===== src/rtl/core/sgli_pkg.sv =====
// ---------------------------------------------------------------------------
// sgli_pkg
// Shared types and constants for the sorted grid lookup interpolator.
// ---------------------------------------------------------------------------
package sgli_pkg;

    localparam int unsigned CFG_IDX_W = 1;
    localparam int unsigned CFG_DATA_W = 32;
    localparam logic [CFG_IDX_W-1:0] CFG_NODE_COUNT = 1'b0;
    localparam logic [CFG_IDX_W-1:0] CFG_TOLERANCE  = 1'b1;

    localparam logic KIND_LOAD  = 1'b0;
    localparam logic KIND_QUERY = 1'b1;

    typedef enum logic [3:0] {
        t_ST_IDLE,
        t_ST_FIRST,
        t_ST_LAST,
        t_ST_SEARCH,
        t_ST_LO,
        t_ST_HI,
        t_ST_PREP,
        t_ST_DIV,
        t_ST_MUL,
        t_ST_TOL,
        t_ST_DONE,
        t_ST_OUT
    } t_state;

    // Address source for the table read port
    typedef enum logic [2:0] {
        t_ADDR_FIRST,
        t_ADDR_LAST,
        t_ADDR_MID,
        t_ADDR_LO,
        t_ADDR_HI
    } t_addr_sel;

    // Controller to datapath commands
    typedef struct packed {
        logic      load_query;
        logic      rd_en;
        t_addr_sel addr_sel;
        logic      cap_first;
        logic      cap_last;
        logic      search_step;
        logic      cap_lo;
        logic      cap_hi;
        logic      prep;
        logic      div_step;
        logic      mul;
        logic      tol;
        logic      finish;
    } t_cmd;

    // Datapath to controller status
    typedef struct packed {
        logic search_done;
        logic div_done;
    } t_status;

endpackage


===== src/rtl/core/sgli_ctrl.sv =====
// ---------------------------------------------------------------------------
// sgli_ctrl
// Query sequencer: endpoint reads, binary search, neighbor reads, divide, multiply, tolerance, output.
// ---------------------------------------------------------------------------
module sgli_ctrl
    import sgli_pkg::*;
(
    input  logic    i_clk,
    input  logic    i_rst_n,
    input  logic    i_start,
    input  logic    i_out_taken,
    input  t_status i_status,
    output t_cmd    o_cmd,
    output logic    o_idle,
    output logic    o_out_valid
);

    t_state r_state;
    t_state n_state;

    // Hold state
    always_ff @(posedge i_clk) begin
        if (!i_rst_n) begin
            r_state <= t_ST_IDLE;
        end else begin
            r_state <= n_state;
        end
    end

    // Advance state and drive commands
    always_comb begin
        n_state = r_state;
        o_cmd = '0;
        o_cmd.addr_sel = t_ADDR_FIRST;
        o_idle = 1'b0;
        o_out_valid = 1'b0;
        unique case (r_state)
            t_ST_IDLE: begin
                o_idle = 1'b1;
                if (i_start) begin
                    o_cmd.load_query = 1'b1;
                    o_cmd.rd_en = 1'b1;
                    o_cmd.addr_sel = t_ADDR_FIRST;
                    n_state = t_ST_FIRST;
                end
            end
            t_ST_FIRST: begin
                o_cmd.cap_first = 1'b1;
                o_cmd.rd_en = 1'b1;
                o_cmd.addr_sel = t_ADDR_LAST;
                n_state = t_ST_LAST;
            end
            t_ST_LAST: begin
                o_cmd.cap_last = 1'b1;
                o_cmd.rd_en = 1'b1;
                o_cmd.addr_sel = t_ADDR_MID;
                n_state = t_ST_SEARCH;
            end
            t_ST_SEARCH: begin
                o_cmd.search_step = 1'b1;
                o_cmd.rd_en = 1'b1;
                if (i_status.search_done) begin
                    o_cmd.addr_sel = t_ADDR_LO;
                    n_state = t_ST_LO;
                end else begin
                    o_cmd.addr_sel = t_ADDR_MID;
                end
            end
            t_ST_LO: begin
                o_cmd.cap_lo = 1'b1;
                o_cmd.rd_en = 1'b1;
                o_cmd.addr_sel = t_ADDR_HI;
                n_state = t_ST_HI;
            end
            t_ST_HI: begin
                o_cmd.cap_hi = 1'b1;
                n_state = t_ST_PREP;
            end
            t_ST_PREP: begin
                o_cmd.prep = 1'b1;
                n_state = t_ST_DIV;
            end
            t_ST_DIV: begin
                o_cmd.div_step = 1'b1;
                if (i_status.div_done) begin
                    n_state = t_ST_MUL;
                end
            end
            t_ST_MUL: begin
                o_cmd.mul = 1'b1;
                n_state = t_ST_TOL;
            end
            t_ST_TOL: begin
                o_cmd.tol = 1'b1;
                n_state = t_ST_DONE;
            end
            t_ST_DONE: begin
                o_cmd.finish = 1'b1;
                n_state = t_ST_OUT;
            end
            t_ST_OUT: begin
                o_out_valid = 1'b1;
                if (i_out_taken) begin
                    n_state = t_ST_IDLE;
                end
            end
            default: n_state = t_ST_IDLE;
        endcase
    end

endmodule


===== config.mk =====
export PLATFORM = sky130hd
export DESIGN_NAME = sgli_ctrl
export DESIGN_NICKNAME = d
export VERILOG_FILES = /design/src/rtl/core/sgli_pkg.sv /design/src/rtl/core/sgli_ctrl.sv
export SDC_FILE = /design/constraint.sdc
export NUM_CORES = 1
export LEC_CHECK = 0
export ABC_AREA = 1
export BUFFER_PORTS_ARGS = -buffer_cell sky130_fd_sc_hd__buf_2
export CORE_AREA = 2 2 39 41
export DETAILED_ROUTE_END_ITERATION = 7
export DIE_AREA = 0 0 41 43
export HOLD_SLACK_MARGIN = 0.1
export PLACE_DENSITY = 0.66
export REMOVE_ABC_BUFFERS = 1
export SYNTH_ARGS = -nofsm -noshare
export SYNTH_HDL_FRONTEND = slang
export SYNTH_SLANG_ARGS = --single-unit

===== constraint.sdc =====
create_clock -name i_clk -period 1.8 [get_ports i_clk]
set_input_delay 0.18 -clock i_clk [delete_from_list [all_inputs] [get_ports i_clk]]
set_output_delay 0.18 -clock i_clk [all_outputs]
set_load 0.01 [all_outputs]

==> metrics.sh, run 1 <==
CLK-INSERTION-DELAY-LATE_NS=0.23
AVGSYNTHCELLAREA_UM2=5.53
FINALWIRELENGTH_UM=919
POSTCTSHOLDBUFS=0
BIGGESTREGSBYFLOPS='r_state: 4 flops'
YOSYSTOPAREACELLSHARE_PCT=21.6
CP_NUM_BUF_INV=2
CRITICAL-PATH-MAX-STAGE-DELAY_NS=0.35
FINALHOLDVIOLATIONS=0
TRITONCTS='built'
TRACK_USAGE_PCT=11.6
NETLIST_INSTANCES=67
POWER_FRAC_SEQ_PCT=20.3
VIAS=459
CLKPWRFRAC_PCT=14.3
FINAL_ANTENNA_NET_COUNT=0
ROUTE.DETAILED.DRC=0
WORSTSETUPENDPOINTTYPE='primary output'
P_SW_SHARE_PCT=50.9
STATUS='complete, no violations'
ROWS=14
SYNTH.CELL_AREA_UM2=370
WORST_HOLD_SLACK_NS=0.199
DRT-VIAS-PER-INSTANCE=4.25
FLOORPLAN.DIE.HEIGHT_UM=43
CLOCK_TREE.ROOT_CELL='sky130_fd_sc_hd__clkbuf_4'
NNETSFINAL=100
GRT_PASS1_VIAS=377
TIMING.CRITICAL_PATH.CELLS='nor2_2 > inv_2 > nor2_1 > nand2_1 > nand3_1 > buf_2'
FINAL_PERIOD_MINUS_WORST_SETUP_SLACK_NS=1.50
PLACEABLECOREAREA_UM2=1380
CLOCK_SKEW_NS=0.00341
CTS_RESIZED=0
START_KIND='flip-flop'
MAXIMUM_BUFFER_DEPTH_OF_THE_CLOCK_TREE=2
IRDROPWORSTVDD_V=0.000412
GRT_FIRST_PASS_WIRELENGTH_MM=1.35
NUMCLOCKSINKS=4
FIN_CRIT_SH_PCT=83.1
HP-CLASS='in -> reg'
FINAL-MAX-SLEW-VIOLATION-COUNT=0
GRT_MAX_DEGREE=7
PLACE_HPWL_UM=793
DRTPASS1ITERATIONS=4
POWER.SHARE.COMBINATIONAL_PCT=65.4
GR-TOTAL-OVERFLOW=0
RSZ0062_AT_GRT='false'
WORST_PATH_MAX_DELAY_CELL='sky130_fd_sc_hd__dfxtp_1'
SYNTH-SEQ-AREA-SHARE_PCT=21.6
INTERNAL_POWER_CONSUMPTION_uW=376
FIRST_ITER_VIOLATIONS=3
CTS_SETUP_BUFFERS=0
P_SWITCHING_uW=390
CPLARGESTDELAYFAMILY='simple AND/OR/NAND/NOR gates'
MAX_FLOP_REGISTER='r_state'
ROUTE.DETAILED.WL_PER_INST_UM=8.51
WORST_EP_REQUIRED_TIME_NS=1.62
NUMCTSBUFFERS=3
NUMPORTBUFFERS=22
WORSTSETUPPATHTYPE='reg -> out'
TIMING.FMAX_MHz=668
TOTAL_LEAKAGE_POWER_uW=0.000330
LARGEST_REGISTER_FFS=4
SYNTH.YOSYS.WARNINGS=0
GPL.FINAL_WEIGHTED_CONGESTION=0.764
POWER_PER_CELL_AREA_nW_PER_UM2=1460
CRIT_FANOUT=5
FLOORPLAN.DIE.WIDTH_UM=41
BOUNDARYPINS=23
SYNTH_AREA_LEADERS='sky130_fd_sc_hd__dfxtp_1 (22%), sky130_fd_sc_hd__nor2_1 (16%), sky130_fd_sc_hd__nand2_1 (14%)'
CLK_PIN_SLEW_WORST_PATHS_NS=0.04
AREA.GROWTH.SYNTH_TO_FINAL_PCT=41.2
DIE-AREA_UM2=1760
INITIAL_UTILIZATION_PCT=26.8
DIODES=0
REPORT.FINAL.SETUP_VIOL=0
WORST_PIN_SLEW_NS=0.228
ARRIVAL_TIME_WORST_ENDPOINT_NS=1.32
MAX_CAP_VIOLATIONS=0
NETLIST-CELL-TYPE-COUNT=15
LAYOUT-DRIVE-GT1-SHARE_PCT=41.3
ANTENNA_FOUND_INITIAL=0
SETUP_TNS_NS=0
HTREE_LEVELS=1
SLEW-LIMIT-HEADROOM_PCT=84.8
SYNTH_SEQ_CELLS=4
SYNTH_TOP_AREA_CELL='sky130_fd_sc_hd__dfxtp_1'
==> cell families (layout without fill, tap and decap cells) <==
logic type             after synthesis  in the layout  share of synthesized area, %
AOI/OAI and AO/OA                    5              5                          7.09
buffers and inverters               14             39                          14.2
DFF                                  4              4                          21.6
and+or+nand+nor                     44             44                          57.1
==> worst min-delay path, stage by stage <==
cell	delay, ns
sky130_fd_sc_hd__buf_2	0.11
sky130_fd_sc_hd__nand2_1	0.06
sky130_fd_sc_hd__a21oi_1	0.03
==> placed cells by master, fill, tap and decap left out, drive strengths merged <==
cell type  count
dfxtp          4
clkbuf         3
o22ai          1
nand2         15
o21ai          1
nor2          23
buf           22
a21oi          3
inv           14
nand3b         2
nand3          4
==> worst paths after layout <==
kind / startpoint / to / slack [ns] / cells past startpoint
max: r_state[3]$_SDFFE_PN0P_ / o_cmd[13] / 0.30 / 6
min: i_rst_n / r_state[1]$_SDFFE_PN0P_ / 0.20 / 3
max reg2reg: r_state[3]$_SDFFE_PN0P_ / r_state[3]$_SDFFE_PN0P_ / 0.63 / 6
min reg2reg: r_state[3]$_SDFFE_PN0P_ / r_state[3]$_SDFFE_PN0P_ / 0.59 / 2
==> synth_stat cells <==
library cell / count
sky130_fd_sc_hd__nand3_1: 3
sky130_fd_sc_hd__nand2_1: 14
sky130_fd_sc_hd__nand3b_1: 1
sky130_fd_sc_hd__nor2_2: 6
sky130_fd_sc_hd__o21ai_1: 1
sky130_fd_sc_hd__inv_1: 11
sky130_fd_sc_hd__nand2_2: 1
sky130_fd_sc_hd__nand3b_2: 1
sky130_fd_sc_hd__o22ai_1: 1
sky130_fd_sc_hd__nor2_4: 1
sky130_fd_sc_hd__dfxtp_1: 4
sky130_fd_sc_hd__nand3_2: 1
sky130_fd_sc_hd__a21oi_1: 3
sky130_fd_sc_hd__inv_2: 3
sky130_fd_sc_hd__nor2_1: 16
==> area by class of cell <==
cell class	count	area (µm²)
clock buffer	3	22.5
sequential	4	80.1
tap	16	20.0
inverter	14	52.6
fill	165	861
timing repair buffer	22	110
multi-input combinational	49	238
==> routing by layer <==
metal	global-route usage (%)	part of all wire, %	vias to the layer above
li1	-	-	257
met1	10.5	47	184
met2	19.4	47	18
met3	3.14	6.6	0
met4	10.0	0	0
met5	0	0	-
==> metrics by stage <==
stage	std cells	power, µW	instance area, µm²	setup slack (ns)	util, %
final	108	766	523	0.304	37.8
after global routing	108	857	523	0.188	37.8
after CTS	108	779	523	0.288	37.8
after detailed placement	105	662	500	0.541	36.2
after global placement	105	654	500	0.573	36.2
after floorplan	67	504	370	0.583	-
==> power groups by stage <==
stage	Sequential (µW)	Clock, µW	Combinational, µW
5_1_grt	160	122	575
3_3_place_gp	154	0	500
4_1_cts	154	117	508
3_5_place_dp	156	0	506
2_1_floorplan	150	0	355
6_report	155	109	501
(Power assumes the default switching activity.)
==> run 2: changes to the inputs <==
==> constraint.sdc (replaced) <==
create_clock -name i_clk -period 1.4 [get_ports i_clk]
set_input_delay 0.14 -clock i_clk [delete_from_list [all_inputs] [get_ports i_clk]]
set_output_delay 0.14 -clock i_clk [all_outputs]
set_load 0.01 [all_outputs]
==> run 2 against run 1 <==
Critical path depth unchanged. Cell count increased by 4.6%. Non-clock buffer count increased by 5. Combinational power increased by 48%. Clock skew increased by 0.0020 ns. Final area increased by 13%. Largest power group unchanged. Largest cell class unchanged. Global-route usage decreased by 0.10 points. Routed wire length increased by 15%. Via count increased by 5.0%. Clock power increased by 32%. Sequential share of layout area decreased by 0.54 points. Register-to-register slack got worse by 0.42 ns.
==> metrics.sh, run 2 (synthesis results as in run 1) <==
TOTAL_LEAKAGE_POWER_uW=0.000354
WORSTSETUPENDPOINTTYPE='primary output'
CRITICAL-PATH-MAX-STAGE-DELAY_NS=0.35
FF_LATCH_AREA_UM2=87.6
INSTANCES_NO_FILL=113
FINAL_PERIOD_MINUS_WORST_SETUP_SLACK_NS=1.33
SLEW-LIMIT-HEADROOM_PCT=89.7
POWER.SHARE.COMBINATIONAL_PCT=66.9
FINALWIRELENGTH_MM=1.06
INITIAL_UTILIZATION_PCT=26.8
DRT-VIAS-PER-INSTANCE=4.27
NUMCTSBUFFERS=3
FINAL_ANTENNA_NET_COUNT=0
REPORT.FINAL.SETUP_VIOL=0
CP_NUM_BUF_INV=2
GRT_PASS1_VIAS=394
DIE-AREA_UM2=1760
TIMING.CRITICAL_PATH.CELLS='nor2_4 > inv_2 > nor2_2 > nand2_1 > nand3_1 > buf_2'
PLACE_HPWL_UM=793
LAYOUT-DRIVE-GT1-SHARE_PCT=54.6
MAXIMUM_BUFFER_DEPTH_OF_THE_CLOCK_TREE=2
FIN_UTIL_PCT=42.9
WORST_PATH_MAX_DELAY_CELL='sky130_fd_sc_hd__dfxtp_4'
NNETSFINAL=105
HP-CLASS='in -> reg'
WORST_EP_REQUIRED_TIME_NS=1.26
FIRST_ITER_VIOLATIONS=1
AREA.GROWTH.SYNTH_TO_FINAL_PCT=60.1
POWER_FRAC_SEQ_PCT=20.1
CLK-INSERTION-DELAY-LATE_NS=0.23
ARRIVAL_TIME_WORST_ENDPOINT_NS=1.19
GRT_MAX_DEGREE=7
TIMING.FMAX_MHz=751
GPL.FINAL_WEIGHTED_CONGESTION=0.764
DIODES=0
CPLARGESTDELAYFAMILY='simple AND/OR/NAND/NOR gates'
FINAL_CELL_MIX='sky130_fd_sc_hd__buf_2 (22), sky130_fd_sc_hd__nand2_1 (13), sky130_fd_sc_hd__nor2_1 (13), sky130_fd_sc_hd__inv_1 (9), sky130_fd_sc_hd__nor2_2 (6)'
HTREE_LEVELS=1
P_SW_SHARE_PCT=50.7
ANTENNA_FOUND_INITIAL=0
FINALHOLDVIOLATIONS=0
VIAS=482
IRDROPWORSTVDD_V=0.000667
PLACE_INST=105
POSTCTSHOLDBUFS=0
CLOCK_SKEW_NS=0.00544
NUMCLOCKSINKS=4
POWER_uW=1110
START_KIND='flip-flop'
GR-TOTAL-OVERFLOW=0
BIGGESTREGSBYFLOPS='r_state: 4 flops'
FILLERS=155
NUMPORTBUFFERS=22
ROUTE.DETAILED.DRC=0
MAX_CAP_VIOLATIONS=0
FINAL-MAX-SLEW-VIOLATION-COUNT=0
TRACK_USAGE_PCT=11.5
P_SWITCHING_uW=562
AREA_OF_THE_MULTI_INPUT_GATES_UM2=263
PLACEABLECOREAREA_UM2=1380
CLKPWRFRAC_PCT=13.0
RSZ0062_AT_GRT='true'
BOUNDARYPINS=23
CLK_PIN_SLEW_WORST_PATHS_NS=0.04
WORST_PIN_SLEW_NS=0.154
MAX_FLOP_REGISTER='r_state'
WORSTSETUPPATHTYPE='reg -> out'
FIN_CRIT_SH_PCT=95.1
FLOORPLAN.DIE.WIDTH_UM=41
TRITONCTS='built'
POWER_PER_CELL_AREA_nW_PER_UM2=1870
DRTPASS1ITERATIONS=2
STATUS='complete, no violations'
LARGEST_REGISTER_FFS=4
CRIT_FANOUT=5
ROUTE.DETAILED.WL_PER_INST_UM=9.36
GRT_FIRST_PASS_WIRELENGTH_MM=1.40
CLOCK_TREE.ROOT_CELL='sky130_fd_sc_hd__clkbuf_4'
INTERNAL_POWER_CONSUMPTION_uW=547
FLOORPLAN.DIE.HEIGHT_UM=43
LAYOUT.CELLS.MOST_COMMON='sky130_fd_sc_hd__buf_2'
ROWS=14
## run 2: cell count changes in the layout (fill, tap and decap cells not counted)
cell / delta
sky130_fd_sc_hd__nor2_1: -3
sky130_fd_sc_hd__nor2_4: +3
sky130_fd_sc_hd__buf_4: +5
sky130_fd_sc_hd__nand2_1: -1
sky130_fd_sc_hd__inv_2: +2
sky130_fd_sc_hd__dfxtp_4: +1
sky130_fd_sc_hd__nand2_2: +1
sky130_fd_sc_hd__dfxtp_2: +3
sky130_fd_sc_hd__dfxtp_1: -4
sky130_fd_sc_hd__inv_1: -2
## run 2: final timing paths
kind	start	endpoint	slack (ns)	cells past startpoint
worst min-delay path	i_rst_n	r_state[1]$_SDFFE_PN0P_	0.14	3
worst min register to register	r_state[3]$_SDFFE_PN0P_	r_state[3]$_SDFFE_PN0P_	0.58	2
worst max-delay path	r_state[2]$_SDFFE_PN0P_	o_cmd[13]	0.07	6
worst max register to register	r_state[3]$_SDFFE_PN0P_	r_state[3]$_SDFFE_PN0P_	0.21	8
## run 2: area by class of cell
type                            count  area share [%]
Sequential cell                     4            14.8
Tap cell                           16            3.38
Timing Repair Buffer               27            24.9
Inverter                           14            8.86
Clock buffer                        3            3.80
Multi-Input combinational cell     49            44.3
## run 2: worst min-delay path, stage by stage
cell,delay [ns]
sky130_fd_sc_hd__buf_2,0.11
sky130_fd_sc_hd__nand2_1,0.06
sky130_fd_sc_hd__a21oi_1,0.03
## run 2: power groups by stage
stage | Clock, µW | Combinational, µW | Sequential, µW
6_report | 144 | 742 | 223
5_1_grt | 152 | 843 | 229
4_1_cts | 150 | 680 | 209
3_5_place_dp | 0 | 652 | 200
3_3_place_gp | 0 | 643 | 198
2_1_floorplan | 0 | 456 | 192
## run 2: stage by stage
| step | area, µm² | setup WS, ns | hold WS [ns] | TNS [ns] |
|---|---|---|---|---|
| finish | 593 | 0.0681 | 0.144 | 0 |
| global route | 593 | -0.0464 | 0.171 | -0.0495 |
| CTS | 539 | 0.0136 | 0.145 | 0 |
| detailed placement | 500 | 0.164 | 0.394 | 0 |
| global placement | 500 | 0.213 | 0.397 | 0 |
| floorplan | 370 | 0.223 | 0.264 | 0 |
## run 2: timing repair
| item | CTS | global route |
|---|---|---|
| pin swaps | 1 | 2 |
| gates resized for setup | 3 | 11 |
| endpoints found under the setup margin | 2 | 6 |
| buffers inserted | 1 | 4 |
| endpoints found under the hold margin | 0 | 0 |
## run 2: per-layer routing
layer	track usage (%)	wire length [µm]	vias to the layer above
li1	-	-	264
met1	11.8	473	200
met2	19.7	508	18
met3	1.57	76	0
met4	8.00	0	0
met5	0	0	-
